## src/rtl/assert_macros.svh

```systemverilog
// assertion macros used by the top-level rtl file
`ifndef ASSERT_MACROS_SVH
`define ASSERT_MACROS_SVH

// same-cycle implication, disabled while reset is asserted
`define LAPT_ASSERT_NOW(lbl, clk, rstn, ante, cons, msg) \
    lbl: assert property (@(posedge clk) disable iff (!rstn) (ante) |-> (cons)) \
        else $error(msg);

// next-cycle implication, disabled while reset is asserted
`define LAPT_ASSERT_NEXT(lbl, clk, rstn, ante, cons, msg) \
    lbl: assert property (@(posedge clk) disable iff (!rstn) (ante) |=> (cons)) \
        else $error(msg);

`endif

```

## src/rtl/lapt_pkg.sv

```systemverilog
// shared constants, widths and controller interface types
`timescale 1ns / 1ps

package lapt_pkg;

    localparam int DEF_SAMPLES_PER_PACKET = 16;
    localparam int DEF_PACKETS_PER_WINDOW = 3;
    localparam int DEF_TICKS_PER_SECOND   = 8192;

    localparam int MODE_W   = 2;
    localparam int SAMPLE_W = 32;
    localparam int GAIN_W   = 31;
    localparam int SEC_W    = 18;
    localparam int TIME_W   = 64;
    localparam int PKT_W    = 2;
    localparam int SUM_W    = SAMPLE_W + 1;
    localparam int SCALE_W  = 15;
    localparam int PROD_W   = 48;
    localparam int REM_W    = GAIN_W;

    localparam int CFG_ADDR_W = 3;
    localparam int CFG_DATA_W = 32;

    localparam int S_TDATA_W = 32;
    localparam int S_TUSER_W = MODE_W;
    localparam int M_TDATA_W = 72;

    localparam logic signed [SCALE_W-1:0] GRAM_SCALE = 15'sd10000;

    localparam logic [MODE_W-1:0] MODE_SAMPLE = 2'd0;
    localparam logic [MODE_W-1:0] MODE_TICK   = 2'd1;
    localparam logic [MODE_W-1:0] MODE_OFF    = 2'd2;

    localparam logic [CFG_ADDR_W-1:0] REG_ZERO_OFFSET      = 3'd0;
    localparam logic [CFG_ADDR_W-1:0] REG_GAIN_DIVISOR     = 3'd1;
    localparam logic [CFG_ADDR_W-1:0] REG_SPREAD_THRESHOLD = 3'd2;
    localparam logic [CFG_ADDR_W-1:0] REG_HIGH_THRESHOLD   = 3'd3;
    localparam logic [CFG_ADDR_W-1:0] REG_ON_SECONDS       = 3'd4;

    typedef struct packed {
        logic load_item;
        logic update;
        logic mul_go;
        logic mul_min;
        logic div_start;
        logic store_max;
        logic store_min;
        logic eval;
        logic timeout;
        logic out_load;
    } lapt_cmd_t;

    typedef struct packed {
        logic win_close;
        logic div_busy;
        logic div_done;
    } lapt_sts_t;

endpackage

```

## src/rtl/lapt_div.sv

```systemverilog
// bit-serial restoring divider, one quotient bit per cycle
`timescale 1ns / 1ps

module lapt_div (
    input  logic                           aclk,
    input  logic                           aresetn,
    input  logic                           start,
    input  logic [lapt_pkg::PROD_W-1:0]    dividend,
    input  logic [lapt_pkg::GAIN_W-1:0]    divisor,
    output logic                           busy,
    output logic                           done,
    output logic [lapt_pkg::PROD_W-1:0]    quotient
);
    import lapt_pkg::*;

    localparam int CNT_W = $clog2(PROD_W + 1);

    logic [PROD_W-1:0] quo_reg, quo_next;
    logic [REM_W-1:0]  rem_reg, rem_next;
    logic [GAIN_W-1:0] dvs_reg, dvs_next;
    logic [CNT_W-1:0]  cnt_reg, cnt_next;
    logic              busy_reg, busy_next;
    logic              done_reg, done_next;

    logic [REM_W:0]    rem_sh;
    logic [REM_W+1:0]  trial;

    assign rem_sh = {rem_reg, quo_reg[PROD_W-1]};
    assign trial  = {1'b0, rem_sh} - {2'b00, dvs_reg};

    always_comb begin
        quo_next  = quo_reg;
        rem_next  = rem_reg;
        dvs_next  = dvs_reg;
        cnt_next  = cnt_reg;
        busy_next = busy_reg;
        done_next = 1'b0;
        if (start) begin
            quo_next  = dividend;
            rem_next  = '0;
            dvs_next  = divisor;
            cnt_next  = CNT_W'(PROD_W);
            busy_next = 1'b1;
        end else if (busy_reg) begin
            if (!trial[REM_W+1]) begin
                rem_next = trial[REM_W-1:0];
                quo_next = {quo_reg[PROD_W-2:0], 1'b1};
            end else begin
                rem_next = rem_sh[REM_W-1:0];
                quo_next = {quo_reg[PROD_W-2:0], 1'b0};
            end
            cnt_next = cnt_reg - 1'b1;
            if (cnt_reg == CNT_W'(1)) begin
                busy_next = 1'b0;
                done_next = 1'b1;
            end
        end
    end

    always_ff @(posedge aclk) begin
        if (!aresetn) begin
            busy_reg <= 1'b0;
            done_reg <= 1'b0;
            cnt_reg  <= '0;
        end else begin
            busy_reg <= busy_next;
            done_reg <= done_next;
            cnt_reg  <= cnt_next;
        end
    end

    always_ff @(posedge aclk) begin
        quo_reg <= quo_next;
        rem_reg <= rem_next;
        dvs_reg <= dvs_next;
    end

    assign busy     = busy_reg;
    assign done     = done_reg;
    assign quotient = quo_reg;

endmodule

```

## src/rtl/lapt_dp.sv

```systemverilog
// datapath: config registers, window tracking, gram conversion, power timer
`timescale 1ns / 1ps

module lapt_dp #(
    parameter int SAMPLES_PER_PACKET = lapt_pkg::DEF_SAMPLES_PER_PACKET,
    parameter int PACKETS_PER_WINDOW = lapt_pkg::DEF_PACKETS_PER_WINDOW,
    parameter int TICKS_PER_SECOND   = lapt_pkg::DEF_TICKS_PER_SECOND
) (
    input  logic                              aclk,
    input  logic                              aresetn,
    input  logic                              cfg_wr_en,
    input  logic [lapt_pkg::CFG_ADDR_W-1:0]   cfg_addr,
    input  logic [lapt_pkg::CFG_DATA_W-1:0]   cfg_wdata,
    input  logic [lapt_pkg::MODE_W-1:0]       in_mode,
    input  logic [lapt_pkg::SAMPLE_W-1:0]     in_sample,
    input  lapt_pkg::lapt_cmd_t               cmd,
    output lapt_pkg::lapt_sts_t               sts,
    output logic [lapt_pkg::M_TDATA_W-1:0]    out_data
);
    import lapt_pkg::*;

    localparam int IDX_W  = $clog2(SAMPLES_PER_PACKET + 1);
    localparam int HOLD_W = SEC_W + $clog2(TICKS_PER_SECOND + 1);
    localparam int PAD_W  = M_TDATA_W - 3 - 2 * SAMPLE_W;

    // configuration
    logic signed [SAMPLE_W-1:0] offset_reg;
    logic [GAIN_W-1:0]          gain_reg;
    logic signed [SAMPLE_W-1:0] spread_thr_reg;
    logic signed [SAMPLE_W-1:0] high_thr_reg;
    logic [SEC_W-1:0]           on_sec_reg;

    // item and block state
    logic [MODE_W-1:0]          mode_reg;
    logic signed [SAMPLE_W-1:0] sample_reg;
    logic signed [SAMPLE_W-1:0] win_max_reg, win_min_reg;
    logic [IDX_W-1:0]           idx_reg;
    logic [PKT_W-1:0]           pkt_reg;
    logic [TIME_W-1:0]          now_reg, deadline_reg;
    logic                       power_reg;

    // conversion
    logic [HOLD_W-1:0]          hold_reg;
    logic signed [PROD_W-1:0]   prod_reg;
    logic                       neg_reg;
    logic signed [SAMPLE_W-1:0] gmax_reg, gmin_reg;
    logic                       done_reg, active_reg;
    logic [M_TDATA_W-1:0]       out_data_reg;

    logic [IDX_W-1:0]           idx_inc;
    logic [PKT_W-1:0]           pkt_inc;
    logic                       idx_wrap, pkt_wrap;
    logic signed [SAMPLE_W-1:0] mul_src;
    logic signed [SUM_W-1:0]    sum;
    logic signed [PROD_W-1:0]   prod_next;
    logic [PROD_W-1:0]          mag;
    logic [GAIN_W-1:0]          dvs;
    logic                       div_busy, div_done;
    logic [PROD_W-1:0]          quo;
    logic [SAMPLE_W-1:0]        quo_lo, grams;
    logic signed [SUM_W-1:0]    spread;
    logic                       act;
    logic [TIME_W-1:0]          to_diff;
    logic                       expired;

    assign idx_inc  = idx_reg + 1'b1;
    assign pkt_inc  = pkt_reg + 1'b1;
    assign idx_wrap = idx_inc >= IDX_W'(SAMPLES_PER_PACKET);
    assign pkt_wrap = pkt_inc >= PKT_W'(PACKETS_PER_WINDOW);

    assign sts.win_close = (mode_reg == MODE_SAMPLE) && idx_wrap && pkt_wrap;
    assign sts.div_busy  = div_busy;
    assign sts.div_done  = div_done;

    assign mul_src   = cmd.mul_min ? win_min_reg : win_max_reg;
    assign sum       = SUM_W'(mul_src) + SUM_W'(offset_reg);
    assign prod_next = PROD_W'(sum) * GRAM_SCALE;

    assign mag = prod_reg[PROD_W-1] ? PROD_W'(-prod_reg) : PROD_W'(prod_reg);
    assign dvs = (gain_reg == '0) ? GAIN_W'(1) : gain_reg;

    lapt_div u_div (
        .aclk     (aclk),
        .aresetn  (aresetn),
        .start    (cmd.div_start),
        .dividend (mag),
        .divisor  (dvs),
        .busy     (div_busy),
        .done     (div_done),
        .quotient (quo)
    );

    assign quo_lo = quo[SAMPLE_W-1:0];
    assign grams  = neg_reg ? (~quo_lo + 1'b1) : quo_lo;

    assign spread = SUM_W'(gmax_reg) - SUM_W'(gmin_reg);
    assign act    = (spread > SUM_W'(spread_thr_reg)) || (gmax_reg > high_thr_reg);

    assign to_diff = now_reg - deadline_reg;
    assign expired = (to_diff != '0) && !to_diff[TIME_W-1];

    // control and block state
    always_ff @(posedge aclk) begin
        if (!aresetn) begin
            offset_reg     <= '0;
            gain_reg       <= GAIN_W'(1);
            spread_thr_reg <= '0;
            high_thr_reg   <= '0;
            on_sec_reg     <= '0;
            win_max_reg    <= {1'b1, {(SAMPLE_W-1){1'b0}}};
            win_min_reg    <= {1'b0, {(SAMPLE_W-1){1'b1}}};
            idx_reg        <= '0;
            pkt_reg        <= '0;
            now_reg        <= '0;
            deadline_reg   <= '0;
            power_reg      <= 1'b0;
        end else begin
            if (cfg_wr_en) begin
                case (cfg_addr)
                    REG_ZERO_OFFSET:      offset_reg     <= cfg_wdata;
                    REG_GAIN_DIVISOR:     gain_reg       <= cfg_wdata[GAIN_W-1:0];
                    REG_SPREAD_THRESHOLD: spread_thr_reg <= cfg_wdata;
                    REG_HIGH_THRESHOLD:   high_thr_reg   <= cfg_wdata;
                    REG_ON_SECONDS:       on_sec_reg     <= cfg_wdata[SEC_W-1:0];
                    default: ;
                endcase
            end
            if (cmd.update) begin
                case (mode_reg)
                    MODE_SAMPLE: begin
                        if (sample_reg > win_max_reg) begin
                            win_max_reg <= sample_reg;
                        end
                        if (sample_reg < win_min_reg) begin
                            win_min_reg <= sample_reg;
                        end
                        if (idx_wrap) begin
                            idx_reg <= '0;
                            pkt_reg <= pkt_wrap ? '0 : pkt_inc;
                        end else begin
                            idx_reg <= idx_inc;
                        end
                    end
                    MODE_TICK: begin
                        now_reg <= now_reg + 1'b1;
                    end
                    MODE_OFF: begin
                        power_reg    <= 1'b0;
                        deadline_reg <= now_reg;
                    end
                    default: ;
                endcase
            end
            if (cmd.eval) begin
                win_max_reg <= {1'b1, {(SAMPLE_W-1){1'b0}}};
                win_min_reg <= {1'b0, {(SAMPLE_W-1){1'b1}}};
                if (act) begin
                    power_reg    <= 1'b1;
                    deadline_reg <= now_reg + TIME_W'(hold_reg);
                end
            end
            if (cmd.timeout && expired) begin
                power_reg    <= 1'b0;
                deadline_reg <= now_reg + TIME_W'(TICKS_PER_SECOND);
            end
        end
    end

    // payload
    always_ff @(posedge aclk) begin
        hold_reg <= HOLD_W'(on_sec_reg) * HOLD_W'(TICKS_PER_SECOND);
        if (cmd.load_item) begin
            mode_reg   <= in_mode;
            sample_reg <= in_sample;
            gmax_reg   <= '0;
            gmin_reg   <= '0;
            done_reg   <= 1'b0;
            active_reg <= 1'b0;
        end
        if (cmd.update) begin
            done_reg <= sts.win_close;
        end
        if (cmd.mul_go) begin
            prod_reg <= prod_next;
        end
        if (cmd.div_start) begin
            neg_reg <= prod_reg[PROD_W-1];
        end
        if (cmd.store_max) begin
            gmax_reg <= grams;
        end
        if (cmd.store_min) begin
            gmin_reg <= grams;
        end
        if (cmd.eval) begin
            active_reg <= act;
        end
        if (cmd.out_load) begin
            out_data_reg <= {{PAD_W{1'b0}}, gmin_reg, gmax_reg,
                             active_reg, done_reg, power_reg};
        end
    end

    assign out_data = out_data_reg;

endmodule

```

## src/rtl/lapt_ctrl.sv

```systemverilog
// controller state machine sequencing one transaction through the datapath
`timescale 1ns / 1ps

module lapt_ctrl (
    input  logic                  aclk,
    input  logic                  aresetn,
    input  logic                  s_tvalid,
    output logic                  s_tready,
    output logic                  m_tvalid,
    input  logic                  m_tready,
    input  lapt_pkg::lapt_sts_t   sts,
    output lapt_pkg::lapt_cmd_t   cmd
);
    import lapt_pkg::*;

    localparam logic [3:0] ST_IDLE    = 4'd0;
    localparam logic [3:0] ST_UPDATE  = 4'd1;
    localparam logic [3:0] ST_MUL_MAX = 4'd2;
    localparam logic [3:0] ST_DST_MAX = 4'd3;
    localparam logic [3:0] ST_DWT_MAX = 4'd4;
    localparam logic [3:0] ST_MUL_MIN = 4'd5;
    localparam logic [3:0] ST_DST_MIN = 4'd6;
    localparam logic [3:0] ST_DWT_MIN = 4'd7;
    localparam logic [3:0] ST_EVAL    = 4'd8;
    localparam logic [3:0] ST_TIMEOUT = 4'd9;
    localparam logic [3:0] ST_OUTPUT  = 4'd10;

    logic [3:0] state_reg, state_next;
    logic       mvalid_reg, mvalid_next;
    logic       out_free;

    assign out_free = !mvalid_reg || m_tready;

    always_comb begin
        state_next = state_reg;
        cmd        = '0;
        case (state_reg)
            ST_IDLE: begin
                if (s_tvalid) begin
                    cmd.load_item = 1'b1;
                    state_next    = ST_UPDATE;
                end
            end
            ST_UPDATE: begin
                cmd.update = 1'b1;
                state_next = sts.win_close ? ST_MUL_MAX : ST_TIMEOUT;
            end
            ST_MUL_MAX: begin
                cmd.mul_go = 1'b1;
                state_next = ST_DST_MAX;
            end
            ST_DST_MAX: begin
                cmd.div_start = 1'b1;
                state_next    = ST_DWT_MAX;
            end
            ST_DWT_MAX: begin
                cmd.store_max = sts.div_done;
                if (sts.div_done) begin
                    state_next = ST_MUL_MIN;
                end
            end
            ST_MUL_MIN: begin
                cmd.mul_go  = 1'b1;
                cmd.mul_min = 1'b1;
                state_next  = ST_DST_MIN;
            end
            ST_DST_MIN: begin
                cmd.div_start = 1'b1;
                state_next    = ST_DWT_MIN;
            end
            ST_DWT_MIN: begin
                cmd.store_min = sts.div_done;
                if (sts.div_done) begin
                    state_next = ST_EVAL;
                end
            end
            ST_EVAL: begin
                cmd.eval   = 1'b1;
                state_next = ST_TIMEOUT;
            end
            ST_TIMEOUT: begin
                cmd.timeout = 1'b1;
                state_next  = ST_OUTPUT;
            end
            ST_OUTPUT: begin
                if (out_free) begin
                    cmd.out_load = 1'b1;
                    state_next   = ST_IDLE;
                end
            end
            default: begin
                state_next = ST_IDLE;
            end
        endcase
    end

    always_comb begin
        mvalid_next = mvalid_reg;
        if (cmd.out_load) begin
            mvalid_next = 1'b1;
        end else if (m_tready) begin
            mvalid_next = 1'b0;
        end
    end

    always_ff @(posedge aclk) begin
        if (!aresetn) begin
            state_reg  <= ST_IDLE;
            mvalid_reg <= 1'b0;
        end else begin
            state_reg  <= state_next;
            mvalid_reg <= mvalid_next;
        end
    end

    assign s_tready = (state_reg == ST_IDLE);
    assign m_tvalid = mvalid_reg;

endmodule

```

## src/rtl/load_activity_power_timeout.sv

```systemverilog
// top level: load-cell activity power timeout
//
// input stream: s_tuser carries the item kind (load sample, time tick, forced
// power-off), s_tdata the signed raw sample. each accepted transaction yields
// exactly one result transaction on the m_ side carrying the power state, the
// window-closed and activity flags and the converted window extremes in grams.
// configuration: cfg_wr_en with cfg_addr selects one of five registers
// (offset, gain divisor, spread threshold, high threshold, on seconds), to be
// written only while the block is idle; the block does not enforce this.
// ticks, power-off items and samples that do not close a window pass through
// the update, timeout and output states; a sample that closes a window also
// takes two passes of the 48-step bit-serial divider, then the eval state.
// one transaction is worked on at a time; the next is accepted once the
// previous result sits in the output register.
// a stalled receiver holds the result in the output register; a second
// item can be accepted and processed meanwhile, but its result waits until
// the first transaction completes.
// reset (aresetn low, synchronous) restores the register defaults, empties
// the window, zeroes time and deadline and switches power off.
`timescale 1ns / 1ps
`include "assert_macros.svh"

module load_activity_power_timeout #(
    parameter int SAMPLES_PER_PACKET = lapt_pkg::DEF_SAMPLES_PER_PACKET,
    parameter int PACKETS_PER_WINDOW = lapt_pkg::DEF_PACKETS_PER_WINDOW,
    parameter int TICKS_PER_SECOND   = lapt_pkg::DEF_TICKS_PER_SECOND
) (
    input  logic                             aclk,
    input  logic                             aresetn,
    input  logic                             cfg_wr_en,
    input  logic [lapt_pkg::CFG_ADDR_W-1:0]  cfg_addr,
    input  logic [lapt_pkg::CFG_DATA_W-1:0]  cfg_wdata,
    input  logic                             s_tvalid,
    output logic                             s_tready,
    input  logic [lapt_pkg::S_TDATA_W-1:0]   s_tdata,   // sample[31:0]
    input  logic [lapt_pkg::S_TUSER_W-1:0]   s_tuser,   // mode[1:0]
    output logic                             m_tvalid,
    input  logic                             m_tready,
    // power_on[0], window_done[1], activity_found[2], max_grams[34:3],
    // min_grams[66:35], zero fill above
    output logic [lapt_pkg::M_TDATA_W-1:0]   m_tdata
);
    import lapt_pkg::*;

    lapt_cmd_t cmd;
    lapt_sts_t sts;

    lapt_ctrl u_ctrl (
        .aclk     (aclk),
        .aresetn  (aresetn),
        .s_tvalid (s_tvalid),
        .s_tready (s_tready),
        .m_tvalid (m_tvalid),
        .m_tready (m_tready),
        .sts      (sts),
        .cmd      (cmd)
    );

    lapt_dp #(
        .SAMPLES_PER_PACKET (SAMPLES_PER_PACKET),
        .PACKETS_PER_WINDOW (PACKETS_PER_WINDOW),
        .TICKS_PER_SECOND   (TICKS_PER_SECOND)
    ) u_dp (
        .aclk      (aclk),
        .aresetn   (aresetn),
        .cfg_wr_en (cfg_wr_en),
        .cfg_addr  (cfg_addr),
        .cfg_wdata (cfg_wdata),
        .in_mode   (s_tuser),
        .in_sample (s_tdata),
        .cmd       (cmd),
        .sts       (sts),
        .out_data  (m_tdata)
    );

    `LAPT_ASSERT_NOW(a_grams_only_on_window, aclk, aresetn,
        m_tvalid && !m_tdata[1], m_tdata[66:3] == '0, "grams set without closed window")
    `LAPT_ASSERT_NOW(a_activity_needs_window, aclk, aresetn,
        m_tvalid && m_tdata[2], m_tdata[1], "activity flagged without closed window")
    `LAPT_ASSERT_NOW(a_div_start_idle, aclk, aresetn,
        cmd.div_start, !sts.div_busy, "divider restarted while busy")
    `LAPT_ASSERT_NEXT(a_one_item_at_a_time, aclk, aresetn,
        cmd.load_item, !s_tready, "new transaction accepted while one is in flight")

endmodule
```

## config.mk

```make
export PLATFORM = sky130hd
export DESIGN_NAME = load_activity_power_timeout
export DESIGN_NICKNAME = d
export VERILOG_FILES = /design/src/rtl/lapt_pkg.sv /design/src/rtl/lapt_div.sv /design/src/rtl/lapt_dp.sv /design/src/rtl/lapt_ctrl.sv /design/src/rtl/load_activity_power_timeout.sv
export VERILOG_INCLUDE_DIRS = /design/src /design/src/rtl
export SDC_FILE = /design/constraint.sdc
export NUM_CORES = 2
export LEC_CHECK = 0
export BUFFER_PORTS_ARGS = -buffer_cell sky130_fd_sc_hd__buf_2
export CELL_PAD_IN_SITES_DETAIL_PLACEMENT = 1
export CELL_PAD_IN_SITES_GLOBAL_PLACEMENT = 2
export CORE_MARGIN = 5
export CORE_UTILIZATION = 43
export DETAILED_ROUTE_END_ITERATION = 10
export PLACE_DENSITY = 0.87
export SYNTH_ARGS = -nofsm -noshare
export SYNTH_HDL_FRONTEND = slang
export SYNTH_SLANG_ARGS = --single-unit
```

## constraint.sdc

```tcl
create_clock -name aclk -period 12.65 [get_ports aclk]
set_clock_uncertainty 0.2 [all_clocks]
set_input_delay 1.8975 -clock aclk [delete_from_list [all_inputs] [get_ports aclk]]
set_output_delay 1.8975 -clock aclk [all_outputs]
set_load 0.05 [all_outputs]
```

Word-level counts from Yosys, hierarchy flattened
Index checks and enable logic that the tools add are counted.

storage, ports and cells
  logic and storage cells = 160
  register bits after elaboration = 698
  output and inout bits = 74
  input bits = 74

operators by class
  add/sub/neg operators = 12
  multipliers = 1
  equality and inequality tests = 21
  bitwise operators = 3
  multiplexer cells = 50
  reduce and logical (&&, ||, !) cells = 36
  $lt $le $gt $ge = 6

operator list
  kind                    number
  $mux 64                 5
  $mux 32                 5
  $mux 48                 3
  $add 64x1->64 const B   1
  $add 64x14->64 const B  1
  $add 64x31->64          1
  $gt 32x32->1            2
  $reduce_bool 64->1      1
  $sub 64x64->64          1
  $neg 48->48             1
  $mul 33x11->44 const B  1
  $pmux 4 s11             1
  $add 32x32->33          1
  $gt 33x32->1            1
  $sub 32x31->33          1
  $sub 32x32->33          1
  $add 32x1->32 const B   1
  $lt 32x32->1            1
  $not 32->32             1
  $logic_not 31->1        1
  $mux 31                 1
  $mux 1                  26
  $mux 4                  5
  $eq 4x3->1 const B      4
  32 further kinds        62

Longest topological paths before layout
  depth in word-level cells = 6
  gate-level depth with buffers = 43
  gate-level depth less buffers = 43

Hierarchy
From an unflattened synthesis, not the netlist that was laid out.

unflattened totals
  cell total of the unflattened synthesis = 5551
  area, all modules = 48635.4 sq um

modules (own cells, without submodules)
  module     cells each  seq. area each (sq um)  area each (sq um)  times used
  lapt_dp    4909        13633.1                 41865.2            1
  lapt_div   584         3153.0                  6319.8             1
  lapt_ctrl  58          100.1                   450.4              1

Least setup slack after synthesis
No wires, ideal clock.

  kind = register to register
  start point = reg u_ctrl.state_reg[0]
  end point = reg u_dp.prod_reg[47], data pin
  path buffers = 1
  setup time = 303 ps
  stages on the path, launching flop included = 39
  setup slack = 3978 ps
  arrival time = 8169 ps
  data required time = 12147 ps
  cell sequence = dfxtp_1 nor2b_1 nand2_1 nor2_1 clkbuf_1 nand2_1 o21ai_0 ha_1 nor2b_1 o21ai_0 a21boi_0 o211ai_1 a21oi_1 o31a_1 o21a_1 o21ai_0 nand2b_1 xor2_1 [... 3 more ...] inv_1 fa_1 fa_1 inv_1 ha_1 a21o_1 a21oi_1 nand2_1 o21ai_0 o21ai_0 a21oi_1 o31ai_1 a21o_1 a21oi_1 o211a_1 nor3b_1 o31ai_1 xnor2_1

between the ends
  word-level cells in the longest chain between the ends = 5

ends and longest elaborated chain
  element                 line              source
  start, declared         lapt_ctrl.sv:28   logic [3:0] state_reg, state_next;
  start signal, assigned  lapt_ctrl.sv:111  state_reg <= state_next;
  $eq 4x3->1              lapt_ctrl.sv:37   case (state_reg)
  $mux 1                  lapt_ctrl.sv:37
  $mux 32                 lapt_dp.sv:75     assign mul_src = cmd.mul_min ? win_min_reg : win_max_reg;
  $add 32x32->33          lapt_dp.sv:76     assign sum = SUM_W'(mul_src) + SUM_W'(offset_reg);
  $mul 33x11->44          lapt_dp.sv:77     assign prod_next = PROD_W'(sum) * GRAM_SCALE;
  via u_dp.prod_next[47]  lapt_dp.sv:55     logic signed [PROD_W-1:0] prod_next;
  end signal, assigned    lapt_dp.sv:184    prod_reg <= prod_next;
  end, declared           lapt_dp.sv:44     logic signed [PROD_W-1:0] prod_reg;

The timed path passes the listed nets, and every way through them passes these cells.
A chain may end at the register's enable or synchronous reset.

Worst setup path after layout
Same ends and word-level chain as after synthesis.

==> reports/summary.txt <==
CP peak stage delay = 0.68 ns
WHS = 0.143 ns
Fraction of layout cells with a size suffix above 1 = 7.13%
Post-synthesis mux area share = 1.44%
CP Class = flip-flop to flip-flop
Clk_lat worst skew = 0.70 ns
Commonest cells in the synthesized netlist = 712 x nand2_1, 515 x inv_1, 475 x ha_1
RSZ-0062 raised after global routing = false
Area post-placement = 0.0496 mm2
Synth top area share = 18.3%
Synth area leaders = edfxtp_1 18%, dfxtp_1 17%, ha_1 12%
Crit start category = flip-flop
First drt pass iteration count = 7
Final setup viols = 0
Initial antenna violation count = 3
Highest metal used = met4
Met3 WL post-DR = 7.67 mm
Worst rel slew slack = 24.1%
HP Start = u_dp.on_sec_reg[3]$_SDFFE_PN0P_
Register area share after synthesis = 35.4%
Std-Cell Rows = 122
Tmin final = 10.17 ns
Synth Cell Area = 0.0477 mm2
CTS Sinks = 698
R2r setup slk = 2.48 ns
Synth Register Bits = 698
Die X = 343 um
Core Util, Final = 47.4%
CP arrival = 10.36 ns
Most frequent cell after synthesis = nand2_1
Total gr overflow = 0
CP required = 12.84 ns
Buffers on Ports = 142
R2R cell count = 38
Antenna-violating nets left = 0
Vias in the first global route = 41.5k
Yosys top cell by area = edfxtp_1
Final wirelength = 149 mm
CP max FO = 18
VDD IR max = 115 uV
Clock Path Buffers = 3
Final Hold Viols = 0
Metal-1 WL = 67.0 mm
First-pass GRT wire length = 233 mm
Root buffer cell = clkbuf_16
Yosys cell types = 98
Status = finished, final reports clean
Final period util = 80.4%
Post-synth ARST share = 0%
Via Count = 39.8k
Post-Synth Adder-Cell Area = 16.7%
Tightest Pin Transition = 1.14 ns
Area occupied by multi-input gates = 0.0279 mm2
Leakage = 0.0223 uW
Pwr dens = 138 mW/mm2
Clock-pin slew of the registers on the worst-case setup and hold paths = 0.06 ns
Synth Area in Simple Gates = 16.4%
CTS Buf Count = 82
Fmax = 98.3 MHz
Ports = 148
# hold bufs at CTS = 0
Core area = 0.110 mm2
Nets = 6153
Fillers = 12.9k
Sequential cell area = 0.0169 mm2
Post-route DRC = 0
Crit end category = flip-flop
Compound-Gate Fraction of Synth Area = 17.4%
Worst hold stages = 0
Initial DRC count = 2145
Post-route setup TNS = 0 ns
Max-slew violation count = 0
Xor-xnor portion of the synthesized cell area = 6.21%
Critical path's slowest cell = dfxtp_1
Yosys warns = 0
Worst Setup EP = u_dp.prod_reg[47]$_DFFE_PN_
Overall power = 7200 uW
Cells after Synth = 5504
Final instance area = 0.0524 mm2
EDFF count, synth = 291
Synth Flop Type = dfxtp_1
DR WL met2 = 70.6 mm
Tot GR Track Use = 24.9%
Largest family of logic cells by synthesized area = compound AO/OA/AOI/OAI gates
Die Y = 343 um
CTS tree = done
Layout area overhead = 9.83%
GPL Wtd Cong = 0.855
Setup bufs post-CTS = 0
Max-cap viol count = 0
H-Tree Depth = 3
Largest net degree at the start of global routing = 144
Post-CTS Resized = 0
Worst r2r dst = u_dp.prod_reg[47]$_DFFE_PN_
Per-cell routed wire length = 21.2 um
Die area = 0.118 mm2
DP HPWL = 113 mm
Worst r2r src = u_ctrl.state_reg[0]$_SDFFE_PN0P_
Max reg flops = 67
HP Class = flip-flop to flip-flop
Vias per inst = 5.64
Initial Util = 43.2%
Setup crit start = u_ctrl.state_reg[0]$_SDFFE_PN0P_
Synthesized area per cell = 8.66 um2
[per-layer routing]
metal | vias to the layer above | GRT usage [%]
met1 | 19700 | 32.7
met5 | - | 0
met4 | 0 | 6.68
met3 | 216 | 4.40
li1 | 19200 | -
met2 | 718 | 42.3
[worst max-delay path, delay by kind of cell (launching register included)]
| family | cells | cell delay, ns |
|---|---|---|
| AOI/OAI and AO/OA | 17 | 3.74 |
| xor gates and xnor gates | 2 | 0.56 |
| adders and majority gates | 8 | 2.97 |
| buffers and inverters | 3 | 0.16 |
| DFF | 1 | 0.68 |
| muxes | 1 | 0.40 |
| and+or+nand+nor | 7 | 1.15 |
[power by group]
part	total, uW	internal (uW)	leakage (uW)	switching (uW)
logic	2120	853	0.0149	1260
registers	2630	2510	0.00605	123
clock network	2450	1420	0.00135	1030
total	7200	4790	0.0223	2410
[cell usage in the layout (no fill, tap or decap), types with 12 or more instances in the layout]
cell type / count
nand2_1: 712
inv_1: 515
ha_1: 475
a21oi_1: 452
nor2_1: 420
dfxtp_1: 406
edfxtp_1: 291
o21ai_0: 277
xor2_1: 180
xnor2_1: 158
buf_2: 142
a21o_1: 101
fa_1: 101
a211oi_1: 94
nand3_1: 93
nand4_1: 83
clkbuf_16: 83
nor3_1: 70
o211ai_1: 67
mux2i_1: 64
or3_1: 51
nand2b_1: 44
nor2b_1: 42
o21bai_1: 41
buf_4: 39
and3_1: 37
o31ai_1: 34
nor4_1: 33
o21a_1: 32
a31oi_1: 32
or2_2: 23
o41ai_1: 23
and2_1: 21
clkinv_2: 19
clkbuf_1: 15
and4_1: 14
or4_1: 14
nand3b_1: 12
o2111ai_1: 12
[worst min-delay path by stage]
stage                                 to  slack (ns)
2_1_floorplan  u_dp.hold_reg[13]$_DFF_P_        0.13
3_3_place_gp   u_dp.hold_reg[30]$_DFF_P_        0.14
3_5_place_dp   u_dp.hold_reg[30]$_DFF_P_        0.14
4_1_cts        u_dp.hold_reg[16]$_DFF_P_        0.15
5_1_grt        u_dp.hold_reg[25]$_DFF_P_        0.16
6_report       u_dp.hold_reg[16]$_DFF_P_        0.14
[cell families after synthesis]
kind of cell,Yosys count
simple gates,1713
compound gates,1322
flops,698
other cells,1
buf+inv,788
xor+xnor,338
fa+ha+maj,576
mux,68
[cell type report]
cell class,count,share of cell area [%]
repair buffers,181,1.92
inverters,518,3.73
well taps,1488,3.56
diodes,3,0.0143
multi-input cells,4022,53.3
clock buffers,109,4.36
flip-flops and latches,698,32.3
clock inverters,42,0.913
[stage by stage]
step	std cells	setup WS (ns)
6_report	7061	2.48
5_1_grt	7058	1.57
3_3_place_gp	6907	2.82
2_1_floorplan	5508	3.98
4_1_cts	7058	2.45
3_5_place_dp	6907	2.53
Power figures use the tool's default switching activity.
